`src/rtl/lr_pkg.sv`:
```
`timescale 1ns / 1ps
`default_nettype none

package lr_pkg;

  // Fixed widths of the stream fields and config registers
  localparam int FieldW = 16;
  localparam int CfgW   = 13;

  // Default coordinate width (valid range 8..16)
  localparam int CoordBitsDef = 16;

  // Depth of the command queue between front and back
  localparam int QueueDepth = 4;

  // Action codes carried in s_tuser
  localparam logic ActStart = 1'b0;
  localparam logic ActCont  = 1'b1;

  // Config register indexes
  localparam logic [0:0] RegWidth  = 1'b0;
  localparam logic [0:0] RegHeight = 1'b1;

  // Config reset values
  localparam logic [CfgW-1:0] WidthRst  = CfgW'(320);
  localparam logic [CfgW-1:0] HeightRst = CfgW'(240);

  // Classification of one queued command
  typedef struct packed {
    logic start;       // start of a new line (else continue)
    logic zero_len;    // start with equal endpoints
    logic steep;       // major axis is y
    logic minor_down;  // minor coordinate decreases along the walk
  } cmd_flags_t;

endpackage

`default_nettype wire

```
`src/rtl/lr_front.sv`:
```
`timescale 1ns / 1ps
`default_nettype none

module lr_front #(
  parameter int CB = lr_pkg::CoordBitsDef
) (
  input  wire logic                     clk,
  input  wire logic                     rst,
  // input side
  input  wire logic                     in_valid,
  output logic                          in_ready,
  input  wire logic                     in_start,
  input  wire logic [CB-1:0]            in_x0,
  input  wire logic [CB-1:0]            in_y0,
  input  wire logic [CB-1:0]            in_x1,
  input  wire logic [CB-1:0]            in_y1,
  input  wire logic [lr_pkg::FieldW-1:0] in_color,
  // queue write side
  output logic                          push,
  input  wire logic                     full,
  output lr_pkg::cmd_flags_t            cmd_flags,
  output logic [CB-1:0]                 cmd_major_pos,
  output logic [CB-1:0]                 cmd_minor_pos,
  output logic [CB-1:0]                 cmd_major_end,
  output logic [CB-1:0]                 cmd_major_delta,
  output logic [CB-1:0]                 cmd_minor_delta,
  output logic [lr_pkg::FieldW-1:0]     cmd_color
);

  // stage 1: abs deltas, steepness, endpoint order
  logic                      s1_valid;
  logic                      s1_start;
  logic [CB-1:0]             s1_x0, s1_y0, s1_x1, s1_y1;
  logic [lr_pkg::FieldW-1:0] s1_color;
  logic [CB-1:0]             s1_adx, s1_ady;
  logic                      s1_steep, s1_swap;

  logic [CB-1:0] adx, ady;
  logic          steep_c, swap_c;

  assign in_ready = !s1_valid || !full;
  assign push     = s1_valid && !full;

  always_comb begin
    adx     = (in_x1 >= in_x0) ? in_x1 - in_x0 : in_x0 - in_x1;
    ady     = (in_y1 >= in_y0) ? in_y1 - in_y0 : in_y0 - in_y1;
    steep_c = ady > adx;
    swap_c  = steep_c ? (in_y0 > in_y1) : (in_x0 > in_x1);
  end

  always_ff @(posedge clk) begin
    if (rst) begin
      s1_valid <= 1'b0;
    end else if (in_ready) begin
      s1_valid <= in_valid;
    end
  end

  always_ff @(posedge clk) begin
    if (in_ready && in_valid) begin
      s1_start <= in_start;
      s1_x0    <= in_x0;
      s1_y0    <= in_y0;
      s1_x1    <= in_x1;
      s1_y1    <= in_y1;
      s1_color <= in_color;
      s1_adx   <= adx;
      s1_ady   <= ady;
      s1_steep <= steep_c;
      s1_swap  <= swap_c;
    end
  end

  // stage 2: axis swap and ordering, straight into the queue
  logic [CB-1:0] a_lo, a_hi, b_lo, b_hi, minor_far;

  always_comb begin
    a_lo = s1_steep ? s1_y0 : s1_x0;
    a_hi = s1_steep ? s1_y1 : s1_x1;
    b_lo = s1_steep ? s1_x0 : s1_y0;
    b_hi = s1_steep ? s1_x1 : s1_y1;

    cmd_major_pos   = s1_swap ? a_hi : a_lo;
    cmd_major_end   = s1_swap ? a_lo : a_hi;
    cmd_minor_pos   = s1_swap ? b_hi : b_lo;
    minor_far       = s1_swap ? b_lo : b_hi;
    cmd_major_delta = s1_steep ? s1_ady : s1_adx;
    cmd_minor_delta = s1_steep ? s1_adx : s1_ady;
    cmd_color       = s1_color;

    cmd_flags.start      = s1_start;
    cmd_flags.zero_len   = (s1_adx == '0) && (s1_ady == '0);
    cmd_flags.steep      = s1_steep;
    cmd_flags.minor_down = minor_far < cmd_minor_pos;
  end

endmodule

`default_nettype wire

```
`src/rtl/lr_fifo.sv`:
```
`timescale 1ns / 1ps
`default_nettype none

module lr_fifo #(
  parameter int DATA_W = 8
) (
  input  wire logic              clk,
  input  wire logic              rst,
  input  wire logic              wr_en,
  input  wire logic [DATA_W-1:0] wr_data,
  output logic                   full,
  input  wire logic              rd_en,
  output logic [DATA_W-1:0]      rd_data,
  output logic                   empty
);

  localparam int Depth = lr_pkg::QueueDepth;
  localparam int PtrW  = (Depth > 1) ? $clog2(Depth) : 1;
  localparam int CntW  = $clog2(Depth + 1);

  logic [DATA_W-1:0] mem [Depth];
  logic [PtrW-1:0]   wptr, rptr;
  logic [CntW-1:0]   count;

  assign full    = count == CntW'(Depth);
  assign empty   = count == '0;
  assign rd_data = mem[rptr];

  always_ff @(posedge clk) begin
    if (wr_en) begin
      mem[wptr] <= wr_data;
    end
  end

  always_ff @(posedge clk) begin
    if (rst) begin
      wptr  <= '0;
      rptr  <= '0;
      count <= '0;
    end else begin
      if (wr_en) begin
        wptr <= (wptr == PtrW'(Depth - 1)) ? '0 : wptr + PtrW'(1);
      end
      if (rd_en) begin
        rptr <= (rptr == PtrW'(Depth - 1)) ? '0 : rptr + PtrW'(1);
      end
      case ({wr_en, rd_en})
        2'b10:   count <= count + CntW'(1);
        2'b01:   count <= count - CntW'(1);
        default: count <= count;
      endcase
    end
  end

  a_no_overflow: assert property (@(posedge clk) disable iff (rst) wr_en |-> !full)
    else $error("queue written while full");
  a_no_underflow: assert property (@(posedge clk) disable iff (rst) rd_en |-> !empty)
    else $error("queue read while empty");
  a_count_range: assert property (@(posedge clk) disable iff (rst)
                                  count <= CntW'(Depth))
    else $error("queue count out of range");

endmodule

`default_nettype wire

```
`src/rtl/lr_back.sv`:
```
`timescale 1ns / 1ps
`default_nettype none

module lr_back #(
  parameter int CB = lr_pkg::CoordBitsDef
) (
  input  wire logic                      clk,
  input  wire logic                      rst,
  input  wire logic [lr_pkg::CfgW-1:0]   screen_width,
  input  wire logic [lr_pkg::CfgW-1:0]   screen_height,
  // queue read side
  input  wire logic                      cmd_avail,
  output logic                           pop,
  input  wire lr_pkg::cmd_flags_t        cmd_flags,
  input  wire logic [CB-1:0]             cmd_major_pos,
  input  wire logic [CB-1:0]             cmd_minor_pos,
  input  wire logic [CB-1:0]             cmd_major_end,
  input  wire logic [CB-1:0]             cmd_major_delta,
  input  wire logic [CB-1:0]             cmd_minor_delta,
  input  wire logic [lr_pkg::FieldW-1:0] cmd_color,
  // result register
  output logic                           out_valid,
  input  wire logic                      out_ready,
  output logic                           out_valid_res,
  output logic [lr_pkg::FieldW-1:0]      out_x,
  output logic [lr_pkg::FieldW-1:0]      out_y,
  output logic [lr_pkg::FieldW-1:0]      out_color,
  output logic                           out_on_screen,
  output logic                           out_last
);

  localparam int FW = lr_pkg::FieldW;
  localparam int EW = CB + 2;

  // walk state
  logic                 active;
  logic                 steep;
  logic [CB-1:0]        major_pos, minor_pos, major_end;
  logic [CB-1:0]        major_delta, minor_delta;
  logic signed [EW-1:0] error_term;
  logic                 minor_down;
  logic [FW-1:0]        held_color;

  // current pixel: fresh command on start, stored walk otherwise
  logic                 use_cmd, emit, fin;
  logic                 steep_cur, down_cur;
  logic [CB-1:0]        maj_cur, min_cur, end_cur, mdel_cur, ndel_cur;
  logic [FW-1:0]        color_cur;
  logic signed [EW-1:0] err_cur, err_sub, err_next;
  logic [CB-1:0]        min_next, px, py;

  assign pop = cmd_avail && (!out_valid || out_ready);

  always_comb begin
    use_cmd   = cmd_flags.start;
    emit      = cmd_flags.start ? !cmd_flags.zero_len : active;
    steep_cur = use_cmd ? cmd_flags.steep      : steep;
    down_cur  = use_cmd ? cmd_flags.minor_down : minor_down;
    maj_cur   = use_cmd ? cmd_major_pos        : major_pos;
    min_cur   = use_cmd ? cmd_minor_pos        : minor_pos;
    end_cur   = use_cmd ? cmd_major_end        : major_end;
    mdel_cur  = use_cmd ? cmd_major_delta      : major_delta;
    ndel_cur  = use_cmd ? cmd_minor_delta      : minor_delta;
    color_cur = use_cmd ? cmd_color            : held_color;
    err_cur   = use_cmd ? $signed({2'b00, cmd_major_delta >> 1}) : error_term;

    fin     = maj_cur == end_cur;
    err_sub = err_cur - $signed({2'b00, ndel_cur});
    if (err_sub[EW-1]) begin
      err_next = err_sub + $signed({2'b00, mdel_cur});
      min_next = down_cur ? min_cur - CB'(1) : min_cur + CB'(1);
    end else begin
      err_next = err_sub;
      min_next = min_cur;
    end

    px = steep_cur ? min_cur : maj_cur;
    py = steep_cur ? maj_cur : min_cur;
  end

  always_ff @(posedge clk) begin
    if (rst) begin
      active <= 1'b0;
    end else if (pop) begin
      if (cmd_flags.start && cmd_flags.zero_len) begin
        active <= 1'b0;
      end else if (emit) begin
        active <= !fin;
      end
    end
  end

  always_ff @(posedge clk) begin
    if (pop && emit) begin
      steep       <= steep_cur;
      minor_down  <= down_cur;
      major_end   <= end_cur;
      major_delta <= mdel_cur;
      minor_delta <= ndel_cur;
      held_color  <= color_cur;
      major_pos   <= maj_cur + CB'(1);
      minor_pos   <= min_next;
      error_term  <= err_next;
    end
  end

  // result register
  always_ff @(posedge clk) begin
    if (rst) begin
      out_valid <= 1'b0;
    end else if (pop) begin
      out_valid <= 1'b1;
    end else if (out_ready) begin
      out_valid <= 1'b0;
    end
  end

  always_ff @(posedge clk) begin
    if (pop) begin
      out_valid_res <= emit;
      out_x         <= emit ? FW'(px) : '0;
      out_y         <= emit ? FW'(py) : '0;
      out_color     <= emit ? color_cur : '0;
      out_on_screen <= emit && (FW'(px) < FW'(screen_width)) &&
                       (FW'(py) < FW'(screen_height));
      out_last      <= emit && fin;
    end
  end

  a_empty_is_zero: assert property (@(posedge clk) disable iff (rst)
      out_valid && !out_valid_res |->
        out_x == '0 && out_y == '0 && out_color == '0 && !out_on_screen && !out_last)
    else $error("empty result carries data");
  a_last_is_pixel: assert property (@(posedge clk) disable iff (rst)
      out_valid && out_last |-> out_valid_res)
    else $error("last flag without a pixel");
  a_active_nonzero: assert property (@(posedge clk) disable iff (rst)
      active |-> major_delta != '0)
    else $error("active walk with zero major delta");
  a_fin_ends_walk: assert property (@(posedge clk) disable iff (rst)
      pop && emit && fin |=> !active)
    else $error("walk still active after last pixel");

endmodule

`default_nettype wire

```
`src/rtl/line_rasterizer_top.sv`:
```
// Bresenham line rasterizer. A start transaction (s_tuser = 0) carries two endpoints and an
// RGB565 color; each continue transaction (s_tuser = 1) steps to the next pixel. Every input
// transaction yields exactly one output transaction: m_tuser[0] says whether a pixel was
// produced (a zero-length start or a continue with no line running gives an all-zero result),
// m_tuser[1] says the pixel lies inside the configured screen, and m_tlast marks the final
// pixel. Both endpoints are drawn. Throughput is one pixel per clock, sustained while commands
// are queued and m_tready is high, set by the error-term step in the back end (one subtract,
// one conditional add). An input transaction passes three registers in order: the front
// classify register, the command queue and the result register.
// The four-entry queue lets the front keep taking input while the output side stalls.
// Write screen_width/screen_height only while the block is idle.
`timescale 1ns / 1ps
`default_nettype none

module line_rasterizer_top #(
  parameter int COORD_BITS = lr_pkg::CoordBitsDef
) (
  input  wire logic                      clk,
  input  wire logic                      rst,
  // config write port
  input  wire logic                      cfg_we,
  input  wire logic [0:0]                cfg_index,
  input  wire logic [lr_pkg::CfgW-1:0]   cfg_data,
  // input stream
  input  wire logic                      s_tvalid,
  output logic                           s_tready,
  input  wire logic [79:0]               s_tdata,  // start_x, start_y, end_x, end_y, line_color
  input  wire logic [0:0]                s_tuser,  // action
  // output stream
  output logic                           m_tvalid,
  input  wire logic                      m_tready,
  output logic [47:0]                    m_tdata,  // pixel_x, pixel_y, pixel_color
  output logic [1:0]                     m_tuser,  // valid_res, on_screen
  output logic                           m_tlast   // last
);

  localparam int CB     = COORD_BITS;
  localparam int FW     = lr_pkg::FieldW;
  localparam int FlagW  = $bits(lr_pkg::cmd_flags_t);
  localparam int QDataW = FlagW + 5 * CB + FW;

  // config registers
  logic [lr_pkg::CfgW-1:0] screen_width, screen_height;

  always_ff @(posedge clk) begin
    if (rst) begin
      screen_width  <= lr_pkg::WidthRst;
      screen_height <= lr_pkg::HeightRst;
    end else if (cfg_we) begin
      unique case (cfg_index)
        lr_pkg::RegWidth:  screen_width  <= cfg_data;
        lr_pkg::RegHeight: screen_height <= cfg_data;
        default:           screen_width  <= screen_width;
      endcase
    end
  end

  // front end: classify input transactions
  logic               push, q_full, q_empty, pop;
  lr_pkg::cmd_flags_t f_flags, b_flags;
  logic [CB-1:0]      f_maj, f_min, f_end, f_mdel, f_ndel;
  logic [CB-1:0]      b_maj, b_min, b_end, b_mdel, b_ndel;
  logic [FW-1:0]      f_color, b_color;
  logic [QDataW-1:0]  q_wr, q_rd;

  lr_front #(.CB(CB)) u_front (
    .clk             (clk),
    .rst             (rst),
    .in_valid        (s_tvalid),
    .in_ready        (s_tready),
    .in_start        (s_tuser[0] == lr_pkg::ActStart),
    .in_x0           (s_tdata[0 +: CB]),
    .in_y0           (s_tdata[FW +: CB]),
    .in_x1           (s_tdata[2*FW +: CB]),
    .in_y1           (s_tdata[3*FW +: CB]),
    .in_color        (s_tdata[4*FW +: FW]),
    .push            (push),
    .full            (q_full),
    .cmd_flags       (f_flags),
    .cmd_major_pos   (f_maj),
    .cmd_minor_pos   (f_min),
    .cmd_major_end   (f_end),
    .cmd_major_delta (f_mdel),
    .cmd_minor_delta (f_ndel),
    .cmd_color       (f_color)
  );

  assign q_wr = {f_flags, f_maj, f_min, f_end, f_mdel, f_ndel, f_color};

  lr_fifo #(.DATA_W(QDataW)) u_queue (
    .clk     (clk),
    .rst     (rst),
    .wr_en   (push),
    .wr_data (q_wr),
    .full    (q_full),
    .rd_en   (pop),
    .rd_data (q_rd),
    .empty   (q_empty)
  );

  assign {b_flags, b_maj, b_min, b_end, b_mdel, b_ndel, b_color} = q_rd;

  // back end: Bresenham walk and result register
  logic          r_valid_res, r_on, r_last;
  logic [FW-1:0] r_x, r_y, r_color;

  lr_back #(.CB(CB)) u_back (
    .clk             (clk),
    .rst             (rst),
    .screen_width    (screen_width),
    .screen_height   (screen_height),
    .cmd_avail       (!q_empty),
    .pop             (pop),
    .cmd_flags       (b_flags),
    .cmd_major_pos   (b_maj),
    .cmd_minor_pos   (b_min),
    .cmd_major_end   (b_end),
    .cmd_major_delta (b_mdel),
    .cmd_minor_delta (b_ndel),
    .cmd_color       (b_color),
    .out_valid       (m_tvalid),
    .out_ready       (m_tready),
    .out_valid_res   (r_valid_res),
    .out_x           (r_x),
    .out_y           (r_y),
    .out_color       (r_color),
    .out_on_screen   (r_on),
    .out_last        (r_last)
  );

  assign m_tdata = {r_color, r_y, r_x};
  assign m_tuser = {r_on, r_valid_res};
  assign m_tlast = r_last;

endmodule

`default_nettype wire
```
`config.mk`:
```
export PLATFORM = sky130hd
export DESIGN_NAME = line_rasterizer_top
export DESIGN_NICKNAME = d
export VERILOG_FILES = /design/src/rtl/lr_pkg.sv /design/src/rtl/lr_front.sv /design/src/rtl/lr_fifo.sv /design/src/rtl/lr_back.sv /design/src/rtl/line_rasterizer_top.sv
export SDC_FILE = /design/constraint.sdc
export NUM_CORES = 1
export LEC_CHECK = 0
export BUFFER_PORTS_ARGS = -buffer_cell sky130_fd_sc_hd__buf_2
export CAP_MARGIN = 30
export CORE_MARGIN = 8
export CORE_UTILIZATION = 40
export DETAILED_ROUTE_END_ITERATION = 10
export REMOVE_ABC_BUFFERS = 1
export SLEW_MARGIN = 5
export SYNTH_ARGS = -nofsm -noshare
export SYNTH_HDL_FRONTEND = slang
export SYNTH_HIERARCHICAL = 1
export SYNTH_SLANG_ARGS = --single-unit
```
`constraint.sdc`:
```
create_clock -name clk -period 7.9 [get_ports clk]
set_clock_uncertainty 0.05 [all_clocks]
set_input_delay 1.58 -clock clk [delete_from_list [all_inputs] [get_ports clk]]
set_output_delay 1.58 -clock clk [all_outputs]
set_load 0.01 [all_outputs]
```
==> results of run 1 <==
## logic make-up (layout without fill, tap and decap cells)
kind of cell             count (synthesis)  in the layout
XOR/XNOR                               108            108
flip-flops                             720            720
other                                    0              3
AND/OR/NAND/NOR                        544            544
adder cells (fa/ha/maj)                181            181
AO/OA/AOI/OAI                          486            486
multiplexers                           320            320
buffers and inverters                  323            524
## per-stage QoR
step	total power [uW]	instances
after floorplan	13000	2558
after global placement	14900	3974
after detailed placement	15200	3977
after CTS	19000	4123
after global routing	20200	4128
final	18900	4129
## worst max-delay path by stage
stage                      startpoint                     to  slack (ns)  cells after the start
after global placement    s_tdata[24]        u_front/s1_swap        1.61                     16
after detailed placement  s_tdata[24]        u_front/s1_swap        1.50                     16
after global routing         register  u_back/error_term[16]        1.21                     20
after floorplan              register   u_back/error_term[0]       -4.73                      3
final                        register  u_back/error_term[16]        1.59                     20
after CTS                    register  u_back/error_term[16]        1.60                     20
## layer usage
layer / share of wire (%) / global-route usage, % / up-vias
met5: 0 / 0 / -
met4: 2.7 / 5.17 / 0
met3: 4.6 / 2.44 / 147
met2: 47 / 28.6 / 591
met1: 46 / 24.1 / 11300
li1: - / - / 10400
## where the power goes
part	leakage (uW)	internal [uW]	switching (uW)	total, uW
clock network	0.00129	2210	1540	3750
registers	0.00663	5530	294	5820
logic	0.00727	4020	5290	9310
total	0.0152	11800	7130	18900
## layout by cell type, fill, tap and decap left out, types with 20 or more instances in the layout
master	count
a211oi_1	24
a21o_1	38
a21oi_1	159
and2_1	50
buf_2	152
clkbuf_1	20
clkbuf_16	80
dfxtp_1	36
edfxtp_1	682
ha_1	173
inv_1	197
mux2_2	99
mux2i_1	81
mux4_2	132
nand2_1	103
nand2b_1	47
nand3_1	26
nand4_1	31
nor2_1	142
nor2b_1	27
nor3_1	21
nor4_1	20
o21ai_0	104
xnor2_1	70
xor2_1	38
## area by class of cell
class                   instances  area share [%]
flip-flops and latches        720            51.0
multi-input cells            1639            34.4
clock buffers                 102            5.05
well taps                    1243            3.73
repair buffers                179            2.61
inverters                     199            1.79
clock inverters                44            1.38
diodes                          3          0.0180
## synth_stat cells (6+ instances only)
cell,instances
a21oi_2,10
o21ai_0,105
mux2i_1,81
xor2_1,38
nand2_1,103
ha_1,173
buf_1,7
a21oi_1,159
a21boi_0,7
fa_1,8
nand4_1,31
a31oi_1,7
nand3_1,26
a21o_1,38
and3_1,19
mux2_2,99
buf_2,36
mux2_4,6
buf_12,10
nor2_1,143
dfxtp_1,38
buf_4,8
xnor2_1,70
o21bai_1,12
edfxtp_1,682
nand2b_1,47
or3_1,10
o21a_1,18
mux4_2,133
nor2b_1,27
a2111oi_0,6
nor3_1,21
clkbuf_1,47
inv_1,198
a211oi_1,24
a22oi_1,6
nor3b_1,7
o211ai_1,11
buf_6,15
and2_1,55
nor4_1,20
o31ai_1,10
==> key figures, run 1 <==
Worst setup path
  – Worst path bufs/invs: 1
  – Critical Path AT: 6.65 ns
  – Worst path most repeated cell: o21a_1
  – Req. time, crit path: 8.24 ns
  – FF-to-FF End: u_back/error_term[16]
  – Max FO, Critical Path: 67
  – Critical Path Max Stage Delay: 0.92 ns
  – CP endpoint kind: register
  – Worst Reg-to-Reg Cells: 20
  – Slack of the worst reg-to-reg path: 1.59 ns
  – Worst setup SP type: register
  – Setup Crit Path Kind: register to register
  – CP max-delay cell: mux4_4
  – Cells along the critical path: mux4_4, mux2_2, ha_1, inv_1, fa_1, a211o_1, a21oi_1, nor3b_1, nor2_1, nor2_1, xnor2_1, ha_1, a211oi_1, a21boi_0, o21a_1, nor3b_1, o21a_1, o21a_1, o311a_1, xor2_1
  – Delay-heaviest family, CP: compound AO/OA/AOI/OAI gates

GRT
  – GRT Total Usage: 17.5%
  – Initial antenna violation count: 6
  – Vias in the first global route: 22,900
  – First-pass GRT wire length: 140,000 um
  – GRT Residual Overflow: 0
  – Largest net degree at the start of global routing: 118

Drt
  – DR DRC count: 0
  – Routed WL: 91,100 um
  – Pre-Repair DR Iteration Count: 5
  – Routed len/inst: 22.1 um
  – Final ANT Viol Nets: 0
  – Via count: 22,500
  – Vias per inst: 5.44
  – 1st-iter DRT viols: 1,724

Yosys
  – Mux cell area share after synthesis: 13.5%
  – Mapped Area: 37,100 um2
  – Cell variety after synth: 98
  – Top cells by area, synth: edfxtp_1 (55%), mux4_2 (8.1%), ha_1 (5.8%)
  – Number of synthesized flops with an enable pin: 682
  – Post-Synth XOR/XNOR Area: 2.55%
  – Post-synthesis adder-cell area fraction: 6.26%
  – Sequential fraction of the synthesis area: 57.2%
  – Asr flop ratio synth: 0%
  – Post-synthesis instance total: 2,682
  – Synth top area share: 55.2%
  – Primary FF master, synth: edfxtp_1
  – Number of synthesis warnings: 6
  – FF+latch count, synth: 720
  – Post-synthesis compound-gate area fraction: 8.52%
  – Cell taking the most area after synthesis: edfxtp_1
  – Post-Synth Simple-Gate Area: 7.70%
  – Largest family of logic cells by synthesized area: multiplexers
  – Avg Inst Size Synth: 13.8 um2

STA
  – Relative slew slack: 38.7%
  – Worst-Margin Slew: 0.919 ns
  – Setup TNS Final: 0 ns
  – Max-slew violations: 0
  – Final setup viols: 0
  – Final Hold Fails: 0
  – Setup ws final: 1.59 ns
  – Worst hold slack: 0.417 ns
  – RSZ-0062 raised after global routing: false
  – Final worst path period need: 6.31 ns
  – Fmax: 0.158 GHz
  – Fin crit share: 79.9%

Power and ir drop
  – Power Density: 453 nW/um2
  – P_leak: 0.0152 uW
  – Peak VDD IR: 0.000403 V

Floorplan
  – Die area: 103,000 um2
  – I/O Pins: 153
  – Die Y: 321 um
  – Num rows: 111
  – Core Box Area: 91,800 um2
  – Starting Density: 40.4%
  – Die width: 321 um

Clock network
  – CTS tree: yes
  – Post-CTS Repair Setup Buffers: 0
  – Post-CTS Resized: 0
  – Clock Latency Late Sink: 0.65 ns
  – H-tree depth: 3
  – Hold Buf Count CTS: 0
  – TritonCTS Buffers: 80
  – Clock transition at path regs: 0.06 ns
  – Clk root buf: clkbuf_16
  – Clk buf depth: 3
  – Clock Sinks: 720

Layout
  – Layout Nets: 3,100
  – Largest register FFs: 400
  – Top reg by flops: u_queue/mem
  – Fin area: 41,700 um2
  – Register area: 21,200 um2
  – Synth-to-Final Area Change: 12.2%
  – Filler cells: 8,082
  – Fin util: 45.4%
  – Multi-input logic area: 14,300 um2
  – Largest registers: u_queue/mem: 400 flops, u_back/error_term: 18 flops
  – Layout cells sized above 1: 20.5%

Min path
  – Hold Path Cell Cnt: 1
  – Min-Delay Path Class: register to register
  – Hold EP: screen_height[4]
  – Hold path start: screen_height[4]

Placement
  – Place WS: 1.50 ns
  – I/O Buffers: 152
  – Dpl hpwl: 66,300 um
  – DP Area: 38,900 um2
  – Gpl congestion: 0.904

Status
  – Status: completed

Flow run
  – Max Cap Viol: 0
No activity file was read; power rests on OpenSTA's default activity.
==> run 2, diff against run 1 <==
==> constraint.sdc (replaced) <==
create_clock -name clk -period 6.4 [get_ports clk]
set_clock_uncertainty 0.05 [all_clocks]
set_input_delay 1.28 -clock clk [delete_from_list [all_inputs] [get_ports clk]]
set_output_delay 1.28 -clock clk [all_outputs]
set_load 0.01 [all_outputs]
==> run 2 against run 1 <==
  * Utilization is essentially flat
  * Routed wire length up 0.71%
  * Clock-buffer cell count is 1 higher
  * Critical path depth stayed put
  * Largest cell class unchanged
  * Highest routed layer is now met5
==> key figures, run 2 (same netlist as run 1, synthesis figures left out) <==
Min path
  – Hold path start: screen_width[12]
  – Hold Path Cell Cnt: 2
  – Min-Delay Path Class: register to register
  – Hold EP: screen_width[12]

Drt
  – Routed WL: 91,700 um
  – Vias per inst: 5.45
  – Routed len/inst: 22.1 um
  – Final ANT Viol Nets: 0
  – Via count: 22,600
  – Pre-Repair DR Iteration Count: 5
  – DR DRC count: 0
  – 1st-iter DRT viols: 1,658

STA
  – Setup ws final: 0.652 ns
  – Setup TNS Final: 0 ns
  – Relative slew slack: 35.0%
  – RSZ-0062 raised after global routing: false
  – Worst-Margin Slew: 0.974 ns
  – Final setup viols: 0
  – Fmax: 0.174 GHz
  – Fin crit share: 89.8%
  – Final Hold Fails: 0
  – Final worst path period need: 5.75 ns
  – Worst hold slack: 0.420 ns
  – Max-slew violations: 0

Clock network
  – TritonCTS Buffers: 80
  – Clock Sinks: 720
  – CTS tree: yes
  – Post-CTS Repair Setup Buffers: 0
  – Clk buf depth: 3
  – Hold Buf Count CTS: 0
  – H-tree depth: 3
  – Clock Latency Late Sink: 0.63 ns
  – Clock transition at path regs: 0.06 ns
  – Clk root buf: clkbuf_16
  – Post-CTS Resized: 0

Floorplan
  – Num rows: 111
  – Die area: 103,000 um2
  – Core Box Area: 91,800 um2
  – Die Y: 321 um
  – Starting Density: 40.4%
  – Die width: 321 um
  – I/O Pins: 153

Flow run
  – Max Cap Viol: 0

Power and ir drop
  – Net switching power: 8890 uW
  – Power Density: 558 nW/um2
  – Seq pwr share: 30.7%
  – Pwr Total: 23,300 uW
  – Combinational power share: 50.4%
  – Switching Share: 38.2%
  – Power Internal: 14,400 uW
  – P_leak: 0.0152 uW
  – Clock Power Share: 18.9%
  – Peak VDD IR: 0.000500 V

Worst setup path
  – CP endpoint kind: register
  – FF-to-FF End: u_back/error_term[16]
  – Max FO, Critical Path: 75
  – Req. time, crit path: 6.73 ns
  – Worst Reg-to-Reg Cells: 20
  – Critical Path AT: 6.07 ns
  – Slack of the worst reg-to-reg path: 0.65 ns
  – Worst setup SP type: register
  – Setup Crit Path Kind: register to register

GRT
  – Global Route met2 Usage: 28.8%
  – Most Used Layer, Global Route: met2
  – GR Util met3: 3.08%
  – GRT Residual Overflow: 0
  – Largest net degree at the start of global routing: 118
  – GRT Total Usage: 17.7%
  – Met1 Use GR: 24.1%
  – First-pass GRT wire length: 141,000 um
  – Vias in the first global route: 23,200
  – Initial antenna violation count: 9

Placement
  – Place WS: 0.617 ns
  – DP Area: 39,100 um2
  – Dpl hpwl: 66,800 um
  – Gpl congestion: 0.903
  – I/O Buffers: 152

Status
  – Status: completed

Layout
  – Highest-count cells in the layout ignoring fill and taps: edfxtp_1 (682), inv_1 (197), ha_1 (173)
  – Fin area: 41,700 um2
  – Synth-to-Final Area Change: 12.2%
  – Commonest non-fill, non-tap cell in the layout: edfxtp_1
  – Largest register FFs: 400
  – Layout cells sized above 1: 20.7%
  – Top reg by flops: u_queue/mem
  – Layout Nets: 3,118
  – Largest registers: u_queue/mem: 400 flops, u_back/error_term: 18 flops
run 2: per-layer routing:
metal,vias to the layer above,wire length (um)
met3,155,4850
met4,2,2500
li1,10500,-
met2,593,43100
met5,-,13
met1,11400,41200
run 2: layout make-up:
type / count / area (um2)
multi-input combinational: 1639 / 14300
tap: 1243 / 1560
fill: 8137 / 50100
antenna: 4 / 10.0
inverter: 199 / 747
sequential: 720 / 21200
clock inverter: 40 / 368
timing repair buffer: 197 / 1240
clock buffer: 103 / 2150
run 2: how the worst max path moves through the flow:
| stage | depth (start not counted) | slack, ns | to | start |
|---|---|---|---|---|
| after global placement | 16 | 0.73 | u_front/s1_swap | s_tdata[26] |
| after detailed placement | 16 | 0.62 | u_front/s1_swap | s_tdata[26] |
| after CTS | 20 | 0.59 | u_back/error_term[16] | register |
| after floorplan | 3 | -6.23 | u_back/error_term[0] | register |
| final | 20 | 0.65 | u_back/error_term[16] | register |
| after global routing | 20 | 0.21 | u_back/error_term[16] | register |
run 2: power groups by stage:
stage	logic, uW	registers (uW)	clock network, uW
2_1_floorplan	8480	7580	0
3_3_place_gp	11300	7220	0
3_5_place_dp	11600	7260	0
4_1_cts	11700	7170	4520
5_1_grt	13000	7230	4690
6_report	11700	7150	4390
run 2: per-stage QoR:
stage                     instances  util (%)
after floorplan                2558         -
after global placement         3993      42.5
after detailed placement       3996      42.6
after CTS                      4139      45.3
after global routing           4144      45.4
final                          4145      45.4
run 2: worst max-delay path, cell delays in order, from the launching register on:
cell	delay (ns)
dfxtp_4	0.40
buf_12	0.49
mux4_2	0.58
nand2_1	0.09
o21ai_0	0.16
fa_1	0.51
a211o_1	0.31
a21oi_1	0.19
nor3b_1	0.36
nor2_1	0.11
nor2_1	0.14
xnor2_1	0.17
ha_1	0.32
a211oi_1	0.22
a21boi_0	0.29
o21a_1	0.20
nor3b_1	0.05
o21a_1	0.19
o21a_1	0.18
o311a_1	0.30
xor2_1	0.15
==> run 3, diff against run 2 <==
--- a/config.mk
+++ b/config.mk
@@ -9,6 +9,7 @@
 export CAP_MARGIN = 30
 export CORE_MARGIN = 8
 export CORE_UTILIZATION = 40
+export CTS_BUF_LIST = sky130_fd_sc_hd__clkbuf_4 sky130_fd_sc_hd__clkbuf_8
 export DETAILED_ROUTE_END_ITERATION = 10
 export REMOVE_ABC_BUFFERS = 1
 export SLEW_MARGIN = 5
==> constraint.sdc (replaced) <==
create_clock -name clk -period 6.9 [get_ports clk]
set_clock_uncertainty 0.05 [all_clocks]
set_input_delay 1.38 -clock clk [delete_from_list [all_inputs] [get_ports clk]]
set_output_delay 1.38 -clock clk [all_outputs]
set_load 0.01 [all_outputs]
==> run 3 against run 2 <==
  * Flip-flop and latch count stayed put
  * Maximum frequency fell by 3.9%
  * Die area stayed put
  * Global-route usage shrank 0.099 points
  * Highest routed layer unchanged
  * Critical path depth increased by 1
  * Largest cell class unchanged
  * Critical path type unchanged
  * Clock-buffer cell count increased by 37
  * Sequential share of layout area up 0.31 points
  * Routed wire length is 0.40% higher
  * Clock power decreased by 13%
  * Cell count increased by 1.6%
==> key figures, run 3 (same netlist as run 1, synthesis figures left out) <==
Min path
  – Min-Delay Path Class: register to register

Layout
  – Top reg by flops: u_queue/mem
  – Fin area: 41,400 um2
  – Commonest non-fill, non-tap cell in the layout: edfxtp_1
  – Filler cells: 8,121
  – Highest-count cells in the layout ignoring fill and taps: edfxtp_1 (682), inv_1 (197), ha_1 (173)
  – Fin util: 45.1%
  – Layout cells sized above 1: 22.3%
  – Synth-to-Final Area Change: 11.5%
  – Layout Nets: 3,141
  – Largest register FFs: 400
  – Largest registers: u_queue/mem: 400 flops, u_back/error_term: 18 flops

Worst setup path
  – CP endpoint kind: register
  – Setup Crit Path Kind: register to register
  – Max FO, Critical Path: 68
  – Worst setup SP type: register
  – Req. time, crit path: 7.35 ns
  – Critical Path AT: 6.42 ns

Placement
  – Place WS: 0.752 ns
  – I/O Buffers: 152
  – Gpl congestion: 0.904
  – Dpl hpwl: 66,100 um
  – DP Area: 38,900 um2

Status
  – Status: completed

Drt
  – Pre-Repair DR Iteration Count: 7
  – DR DRC count: 0
  – Via count: 22,800
  – Vias per inst: 5.41
  – Routed len/inst: 21.9 um
  – 1st-iter DRT viols: 1,536
  – Final ANT Viol Nets: 0
  – Routed WL: 92,100 um

Clock network
  – Clock Latency Late Sink: 0.77 ns
  – Post-CTS Repair Setup Buffers: 0
  – H-tree depth: 3
  – Clock transition at path regs: 0.07 ns
  – CTS tree: yes
  – Post-CTS Resized: 0
  – Clk buf depth: 3
  – Clk root buf: clkbuf_8
  – Hold Buf Count CTS: 0
  – TritonCTS Buffers: 118
  – Clock Sinks: 720

Power and ir drop
  – Power Density: 512 nW/um2
  – Pwr Total: 21,200 uW
  – P_leak: 0.0152 uW
  – Peak VDD IR: 0.000405 V

STA
  – RSZ-0062 raised after global routing: false
  – Fmax: 0.167 GHz
  – Final setup viols: 0
  – Final worst path period need: 5.98 ns
  – Fin crit share: 86.6%
  – Setup ws final: 0.921 ns
  – Final Hold Fails: 0
  – Worst-Margin Slew: 0.980 ns
  – Max-slew violations: 0
  – Setup TNS Final: 0 ns
  – Relative slew slack: 34.6%

GRT
  – First-pass GRT wire length: 141,000 um
  – Initial antenna violation count: 10
  – Most Used Layer, Global Route: met2
  – Met1 Use GR: 24.1%
  – Largest net degree at the start of global routing: 118
  – GRT Total Usage: 17.6%
  – Vias in the first global route: 23,400
  – Global Route met2 Usage: 28.7%
  – GR Util met3: 2.92%
  – GRT Residual Overflow: 0

Floorplan
  – Starting Density: 40.4%
  – Die width: 321 um
  – Die Y: 321 um
  – I/O Pins: 153
  – Die area: 103,000 um2
  – Num rows: 111
  – Core Box Area: 91,800 um2

Flow run
  – Max Cap Viol: 0
-- run 3: path summary, 6_finish.rpt --
kind / depth (start not counted) / to / start / slack [ns]
max: 21 / u_back/error_term[16] / register / 0.92
min: 1 / screen_height[7] / screen_height[7] / 0.42
max reg2reg: 21 / u_back/error_term[16] / register / 0.92
min reg2reg: 1 / screen_height[7] / screen_height[7] / 0.42
-- run 3: metal layers --
layer / share of wire, % / routed length [um]
met5: 0.014 / 13
met1: 46 / 42000
met3: 5.0 / 4560
met4: 2.7 / 2470
met2: 47 / 43100
-- run 3: final cells by class --
class	count	area, um2	area share, %
multi-input cells	1639	14300	34.6
inverters	199	747	1.80
well taps	1243	1560	3.76
diodes	5	12.5	0.0302
clock buffers	140	1790	4.32
repair buffers	182	1080	2.62
clock inverters	82	631	1.52
flip-flops and latches	720	21200	51.3
-- run 3: worst max-delay path, cell delays in order (launching register included) --
cell and delay (ns):
dfxtp_4 0.36, buf_12 0.47, mux4_2 0.60, mux2i_1 0.17, ha_1 0.20, inv_1 0.06
fa_1 0.42, a211o_1 0.30, a21oi_1 0.23, nor3b_1 0.36, nor2_1 0.09, nor2_1 0.12
xnor2_1 0.17, ha_1 0.32, a211oi_1 0.20, a21boi_0 0.44, o21a_1 0.25, nor3b_1 0.06
o21a_1 0.19, o21a_1 0.18, o311a_1 0.30, xor2_1 0.14
-- run 3: per-stage QoR --
step | hold WS, ns | std cells
after global routing | 0.445 | 4208
after detailed placement | 0.405 | 3981
after floorplan | 0.389 | 2558
after CTS | 0.416 | 4203
final | 0.420 | 4210
after global placement | 0.398 | 3980
-- run 3: power breakdown --
| group | internal [uW] | switching, uW | leakage (uW) |
|---|---|---|---|
| Clock | 2040 | 1770 | 0.00127 |
| Sequential | 6330 | 317 | 0.00663 |
| Combinational | 4590 | 6150 | 0.00727 |
| Total | 13000 | 8240 | 0.0152 |
